==> config.mk <==
export PLATFORM = sky130hd
export DESIGN_NAME = tcw_rowmap
export DESIGN_NICKNAME = d
export VERILOG_FILES = /design/src/hw/rtl/tcw_pkg.sv /design/src/hw/rtl/tcw_rowmap.sv
export SDC_FILE = /design/constraint.sdc
export NUM_CORES = 1
export LEC_CHECK = 0
export ABC_AREA = 1
export BUFFER_PORTS_ARGS = -buffer_cell sky130_fd_sc_hd__clkbuf_2
export CAP_MARGIN = 25
export CORE_UTILIZATION = 30
export DETAILED_ROUTE_END_ITERATION = 10
export GPL_TIMING_DRIVEN = 0
export HOLD_SLACK_MARGIN = 0.03
export REMOVE_ABC_BUFFERS = 1
export SKIP_LAST_GASP = 1
export SLEW_MARGIN = 20
export SYNTH_ARGS = -nofsm -noshare
export SYNTH_HDL_FRONTEND = slang
export SYNTH_SLANG_ARGS = --single-unit
==> constraint.sdc <==
create_clock -name aclk -period 1.85 [get_ports aclk]
set_input_delay 0.2775 -clock aclk [delete_from_list [all_inputs] [get_ports aclk]]
set_output_delay 0.2775 -clock aclk [all_outputs]
set_load 0.01 [all_outputs]
==> src/hw/rtl/tcw_pkg.sv <==
// ----------------------------------------------------------------------------
// tcw_pkg
// Shared types and constants of the text console writer: request and result
// payloads, request kinds, and the control group of the row map.
// ----------------------------------------------------------------------------
package tcw_pkg;

    // Default geometry of the character store.
    localparam int DEF_COLS = 128;
    localparam int DEF_ROWS = 32;

    // Field widths of the channel payloads.
    localparam int KIND_W       = 2;
    localparam int CHAR_W       = 8;
    localparam int IN_COL_W     = 8;
    localparam int IN_ROW_W     = 6;
    localparam int CURSOR_COL_W = 7;
    localparam int CURSOR_ROW_W = 5;

    // Request kinds.
    localparam logic [KIND_W-1:0] KIND_PUT   = 2'd0;
    localparam logic [KIND_W-1:0] KIND_MOVE  = 2'd1;
    localparam logic [KIND_W-1:0] KIND_CLEAR = 2'd2;
    localparam logic [KIND_W-1:0] KIND_READ  = 2'd3;

    // Character codes with a meaning of their own.
    localparam logic [CHAR_W-1:0] NUL_CODE     = 8'd0;
    localparam logic [CHAR_W-1:0] NEWLINE_CODE = 8'd10;

    typedef struct packed {
        logic [KIND_W-1:0]   kind;
        logic [CHAR_W-1:0]   char_code;
        logic [IN_COL_W-1:0] col;
        logic [IN_ROW_W-1:0] row;
    } tcw_in_t;

    typedef struct packed {
        logic [CHAR_W-1:0]       cell_char;
        logic [CURSOR_COL_W-1:0] cursor_col;
        logic [CURSOR_ROW_W-1:0] cursor_row;
    } tcw_out_t;

    // Control group from the sequencer to the row map.
    typedef struct packed {
        logic scroll;     // retire the top row and reuse it as the new bottom row
        logic clear_all;  // invalidate every row and reset the ring offset
        logic set_valid;  // mark the addressed row as holding real data
    } tcw_map_cmd_t;

endpackage

==> src/hw/rtl/tcw_rowmap.sv <==
// ----------------------------------------------------------------------------
// tcw_rowmap
// Maps logical screen rows onto physical memory rows through a ring offset,
// and keeps one valid bit per physical row so that scroll and clear need only
// update the offset and the valid bits.
// ----------------------------------------------------------------------------
module tcw_rowmap
    import tcw_pkg::*;
#(
    parameter int ROWS = DEF_ROWS
) (
    input  logic                    aclk,
    input  logic                    aresetn,
    input  tcw_map_cmd_t            cmd,
    input  logic [$clog2(ROWS)-1:0] lrow,
    output logic [$clog2(ROWS)-1:0] prow,
    output logic                    prow_valid
);

    localparam int RW = $clog2(ROWS);

    logic [RW-1:0]   top_reg;
    logic [RW-1:0]   top_next;
    logic [ROWS-1:0] valid_reg;
    logic [ROWS-1:0] valid_next;
    logic [RW:0]     row_sum;

    // Logical to physical row: add the ring offset modulo ROWS.
    always_comb begin
        row_sum = (RW+1)'(lrow) + (RW+1)'(top_reg);
        if (row_sum >= (RW+1)'(ROWS)) begin
            row_sum = row_sum - (RW+1)'(ROWS);
        end
        prow       = row_sum[RW-1:0];
        prow_valid = valid_reg[prow];
    end

    // Ring offset and row valid bits.
    always_comb begin
        top_next   = top_reg;
        valid_next = valid_reg;
        priority if (cmd.clear_all) begin
            top_next   = '0;
            valid_next = '0;
        end else if (cmd.scroll) begin
            // The old top row becomes the new bottom row and reads as blank.
            valid_next[top_reg] = 1'b0;
            top_next = (top_reg == RW'(ROWS - 1)) ? '0 : top_reg + RW'(1);
        end else if (cmd.set_valid) begin
            valid_next[prow] = 1'b1;
        end
    end

    always_ff @(posedge aclk) begin
        if (!aresetn) begin
            top_reg   <= '0;
            valid_reg <= '0;
        end else begin
            top_reg   <= top_next;
            valid_reg <= valid_next;
        end
    end

endmodule

==> flow_summary.ini, run 1 <==
[outcome]
status = complete, but fails checks
violations = negative setup slack

[setup_path]
cp_num_buf_inv = 3
worstSetupPathType = flop to primary output
required_ns = 1.57
arrival_ns = 2.25
cp_top_family = adder cells
r2r_setup_slack_ns = -0.27
cp_max_fo = 9
crit_path_max_incr_delay_ns = 0.61
worst_setup_path_start_kind = flop
cp_cell_sequence = ha_4 > fa_2 > buf_6 > clkinv_8 > nand2_1 > nand2_1 > nand2_1 > nand2_1 > nand2_1 > nand2_1 > nand2_1 > nand2_2 > buf_6
cp_common_cell = nand2_1
critPathSlowestCell = fa_2
end_kind = primary output

[synthesis]
yosys.area.top_type = dfxtp_1
yosysWarnings = 0
ys_ff_latch = 37
synth_top_area_share_pct = 29.1
synthTopCellsByArea = dfxtp_1 29%, nand2_1 21%, a21oi_1 8.6%, nand4_1 7.9%, inv_1 6.5%
synthesis.area_mm2 = 0.00255
synthCells = 403
synth_cell_type_count = 25
avgSynthCellArea_um2 = 6.32
ys_seq_area_share_pct = 29.1

[timing]
finalClockSkew_ns = 0.00568
finalSetupTns_ns = -6.11
finalCritPeriodShare_pct = 136
max_freq_mhz = 396
worst_pin_slew_ns = 0.702
slew_headroom_pct = 53.2
finalCriticalPeriod_ns = 2.52
setup_viol = 37
drv_slew = 0
rsz0062_at_grt = yes
final_hold_viol_count = 0
setup_ws_ns = -0.674

[placement]
port_buffers = 15
dp.final_hpwl_um = 4910
globalplace.congestion = 0.833
dp_slack_ns = -1.34
placed_area_mm2 = 0.00269

[layout]
n_antenna_cell = 0
utilization_pct = 39.7
syn_to_final_growth_pct = 28.1
drive_above_1_share_pct = 20.5
largest_reg_flops = 32
layout.nets = 455
final_area_mm2 = 0.00326

[detailed_routing]
postRouteAntennaNets = 0
wirelength_um = 8290
viasPerCell = 5.22
vias = 2821
first_iter_violations = 184
dr.pass1.iters = 4
post-route-drc-count = 0
wl_per_cell_um = 15.4

[die]
dieArea_mm2 = 0.00887
die_h_um = 94.2
start_util_pct = 31.0
rows = 33
coreArea_mm2 = 0.00822
io_pins = 16
die_width_um = 94.2

[clock_network]
clk_pin_slew_ns = 0.08
cts_buffer_depth = 2
cts_tree = done
hold_buffers = 0
insertion_delay_ns = 0.30
cts.sinks = 37
cts_buffers = 5
htree_levels = 2
cts_root_buffer = clkbuf_8

[global_routing]
grt_max_degree = 24
grt_pass1_wl_um = 13500
grt_pass1_vias = 2580
grt.total_usage_pct = 19.9
antenna_found_initial = 0
overflow = 0

[min_path]
hp-class = input port to flop

[power_and_ir_drop]
peakVddDrop_uv = 459
p_leak_nw = 1.29
power.density_mw_per_mm2 = 592

[flow_run]
cap_violations = 0
metal layers:
layer	global-route usage, %	wire, um
met5	0	0
met4	6.41	138
met3	3.16	572
met2	33.3	3990
met1	25.9	3590
cells in the mapped netlist:
cell type,n
o21ai_0,27
buf_1,2
nand3_1,11
clkbuf_1,5
inv_1,44
nor2_1,6
fa_1,1
nand2_2,4
dfxtp_1,37
or2_1,1
ha_1,9
xor2_1,2
buf_2,5
a21oi_1,44
nand4_1,32
clkinv_1,1
nand2_1,143
o221ai_1,5
inv_2,3
a211oi_1,1
nor3_4,4
nor3_1,6
buf_4,6
o211ai_1,3
buf_6,1
cell usage in the layout, fill, tap and decap left out, types with 6 or more instances in the layout:
cell type and count:
nand3_1 8, nand2_2 11, inv_1 44, nand2_1 130
nand4_1 32, ha_1 7, nor3_1 6, dfxtp_1 34
clkbuf_8 6, nand2_4 6, buf_6 21, a21oi_1 41
buf_4 8, o21ai_0 27, clkbuf_2 10
worst min-delay path, delay by kind of cell:
kind                   cells  cell delay [ns]
AND/OR/NAND/NOR            2             0.17
buffers and inverters      1             0.10
AO/OA/AOI/OAI              1             0.03
power breakdown:
part / internal, mW / leakage (nW) / total, mW / switching [mW]
clock: 0.297 / 0.0443 / 0.612 / 0.315
sequential: 0.800 / 0.300 / 0.806 / 0.00663
combinational: 0.199 / 0.943 / 0.515 / 0.316
through the flow:
stage	power, mW	hold slack (ns)	instances
floorplan	1.03	0.435	384
global placement	1.15	0.443	504
detailed placement	1.17	0.451	506
CTS	1.91	0.333	540
global route	2.00	0.339	540
finish	1.93	0.334	540
timing repair:
item                                    in CTS  in global routing
gates cloned                                 1                  0
resized for setup                           47                 31
pin swaps                                   14                 26
buffers inserted                            26                  4
endpoints found under the setup margin      38                 37
logic make-up (layout without fill, tap and decap cells):
kind of cell / count (synthesis) / after routing / share of synthesized area, %
xor gates and xnor gates: 2 / 2 / 0.687
adders and majority gates: 10 / 10 / 5.20
and+or+nand+nor: 207 / 207 / 36.9
buffers and inverters: 67 / 99 / 11.3
DFF: 37 / 37 / 29.1
AOI/OAI and AO/OA: 80 / 80 / 16.8
cell type report:
type | instances | area [um2]
Inverter | 48 | 198
Fill cell | 848 | 4950
Clock buffer | 7 | 86.3
Multi-Input combinational cell | 299 | 1680
Timing Repair Buffer | 44 | 422
Tap cell | 105 | 131
Sequential cell | 37 | 749
final timing paths:
kind / start / end / cells after the start
worst max-delay path: top_reg[0] / prow_valid / 13
worst min-delay path: cmd[1] / valid_reg[1] / 4
worst max register to register: top_reg[0] / valid_reg[18] / 9
worst min register to register: valid_reg[6] / valid_reg[6] / 2
No activity file was read; power rests on OpenSTA's default activity.
==> run 2: changes to the inputs <==
--- a/config.mk
+++ b/config.mk
@@ -6,10 +6,11 @@
 export NUM_CORES = 1
 export LEC_CHECK = 0
 export ABC_AREA = 1
-export BUFFER_PORTS_ARGS = -buffer_cell sky130_fd_sc_hd__clkbuf_2
 export CAP_MARGIN = 25
+export CORE_MARGIN = 2
 export CORE_UTILIZATION = 30
 export DETAILED_ROUTE_END_ITERATION = 10
+export DONT_BUFFER_PORTS = 1
 export GPL_TIMING_DRIVEN = 0
 export HOLD_SLACK_MARGIN = 0.03
 export REMOVE_ABC_BUFFERS = 1
==> run 2 against run 1 <==
  * The flow still finishes with violations (negative setup slack)
  * Sequential share of layout area grew 0.75 points
  * Worst setup slack worse by 0.058 ns
  * Fmax decreased by 2.2%
  * Clock skew decreased by 0.0014 ns
  * Die area is 4.3% higher
  * Final cell count decreased by 2.4%
  * Highest routed layer unchanged
  * Routed wire length up 6.8%
  * Flip-flop and latch count is the same
  * Critical path type unchanged
  * Critical endpoint unchanged
  * Worst hold slack lost 0.20 ns
==> flow_summary.ini, run 2 (synthesized netlist as in run 1, its figures left out) <==
[placement]
globalplace.congestion = 0.821
dp.final_hpwl_um = 4950
placed_cells = 490
port_buffers = 0
dp_slack_ns = -1.40
placed_area_mm2 = 0.00261

[global_routing]
grt_pass1_vias = 2667
antenna_found_initial = 0
grt_pass1_wl_um = 13900
overflow = 0
grt_max_degree = 24
grt.total_usage_pct = 20.0

[setup_path]
cp_cell_sequence = ha_4 > fa_2 > clkinv_4 > nand2_1 > nand2_1 > nand2_1 > nand2_1 > nand2_1 > nand2_1 > nand2_2 > nand2_2
cp_common_cell = nand2_1
worst_setup_path_start_kind = flop
r2r_setup_slack_ns = -0.39
end_kind = primary output
cp-startpoint = top_reg[0]
reg2reg_from = top_reg[0]
path_depth = 11
worst_r2r_endpoint = valid_reg[2]
worstSetupPathType = flop to primary output
crit_path_max_incr_delay_ns = 0.77
arrival_ns = 2.30
cp_num_buf_inv = 1
r2r_cells = 8
cp_top_family = adder cells
required_ns = 1.57
endpoint = prow_valid
cp_max_fo = 7
critPathSlowestCell = fa_2

[clock_network]
cts_buffers = 5
cts.sinks = 37
insertion_delay_ns = 0.30
cts_tree = done
cts_root_buffer = clkbuf_8
htree_levels = 2
clk_pin_slew_ns = 0.07
cts_buffer_depth = 2
hold_buffers = 0

[die]
rows = 33
start_util_pct = 31.0
coreArea_mm2 = 0.00822
io_pins = 16
die_width_um = 96.2
dieArea_mm2 = 0.00925
die_h_um = 96.2

[detailed_routing]
vias = 2883
first_iter_violations = 286
wl_per_cell_um = 16.8
postRouteAntennaNets = 0
wirelength_um = 8860
viasPerCell = 5.47
post-route-drc-count = 0
dr.pass1.iters = 5

[timing]
worst_pin_slew_ns = 0.723
finalCriticalPeriod_ns = 2.58
drv_slew = 0
slew_headroom_pct = 51.6
final_hold_viol_count = 0
finalCritPeriodShare_pct = 140
setup_viol = 37
max_freq_mhz = 387
setup_ws_ns = -0.732
rsz0062_at_grt = yes
finalClockSkew_ns = 0.00428

[power_and_ir_drop]
peakVddDrop_uv = 357
total_power_mw = 1.85
p_leak_nw = 1.19
power.density_mw_per_mm2 = 586

[layout]
layout.nets = 441
drive_above_1_share_pct = 19.7
final_area_mm2 = 0.00315
n_antenna_cell = 0
largest_reg_flops = 32
finalNonFillerCells = 527
syn_to_final_growth_pct = 23.6
layout_common_cells = 123 x nand2_1, 44 x inv_1, 38 x a21oi_1, 34 x dfxtp_1, 32 x nand4_1
nFillCells = 824
multi_input_area_mm2 = 0.00177
regArea_um2 = 747
mostFrequentLayoutCell = nand2_1
utilization_pct = 38.3

[flow_run]
cap_violations = 0

[min_path]
hp-class = input port to flop

[outcome]
violations = negative setup slack
status = complete, but fails checks
run 2: how the worst min path moves through the flow:
stage | from | end | slack [ns] | depth (start not counted)
global placement | cmd[2] | valid_reg[2] | 0.44 | 3
global route | cmd[2] | valid_reg[26] | 0.13 | 3
CTS | cmd[2] | valid_reg[26] | 0.13 | 3
finish | cmd[2] | valid_reg[21] | 0.13 | 3
detailed placement | cmd[2] | valid_reg[26] | 0.45 | 3
floorplan | cmd[2] | valid_reg[0] | 0.43 | 3
run 2: repair_timing:
item | CTS | global route
endpoints found under the setup margin | 38 | 37
gates cloned | 6 | 1
gates resized for setup | 35 | 29
pin swaps | 18 | 25
buffers inserted | 19 | 4
run 2: through the flow:
step                      hold slack, ns  TNS (ns)
after detailed placement           0.445    -33.62
after floorplan                    0.435    -20.65
final                              0.132    -10.85
after global routing               0.133    -12.54
after global placement             0.440    -55.06
after CTS                          0.127    -11.03
run 2: worst register-to-register path, cell delays in order, from the launching register on:
cell,delay [ns]
dfxtp_4,0.36
ha_4,0.16
fa_2,0.77
clkinv_4,0.13
buf_4,0.18
nor3_4,0.18
buf_6,0.15
nand4_1,0.11
a21oi_2,0.15
run 2: final cells by class:
type                       instances  area share, %
clock buffer                       8           2.54
multi-input combinational        305           56.2
tap                              105           4.17
timing repair inverter             1          0.278
timing repair buffer              23           7.15
inverter                          48           5.96
sequential                        37           23.7
run 2: metal layers:
layer  vias up  wire (um)  global-route usage, %
li1       1383          -                      -
met1      1342       3730                   25.8
met2       125       4020                   31.8
met3        33        746                   3.76
met4         0        355                   9.52
met5         -          0                      0
run 2: report_power, final:
part	leakage, nW	switching [mW]	total, mW	internal, mW
clock	0.0395	0.304	0.572	0.268
sequential	0.300	0.00675	0.808	0.801
combinational	0.851	0.318	0.466	0.149
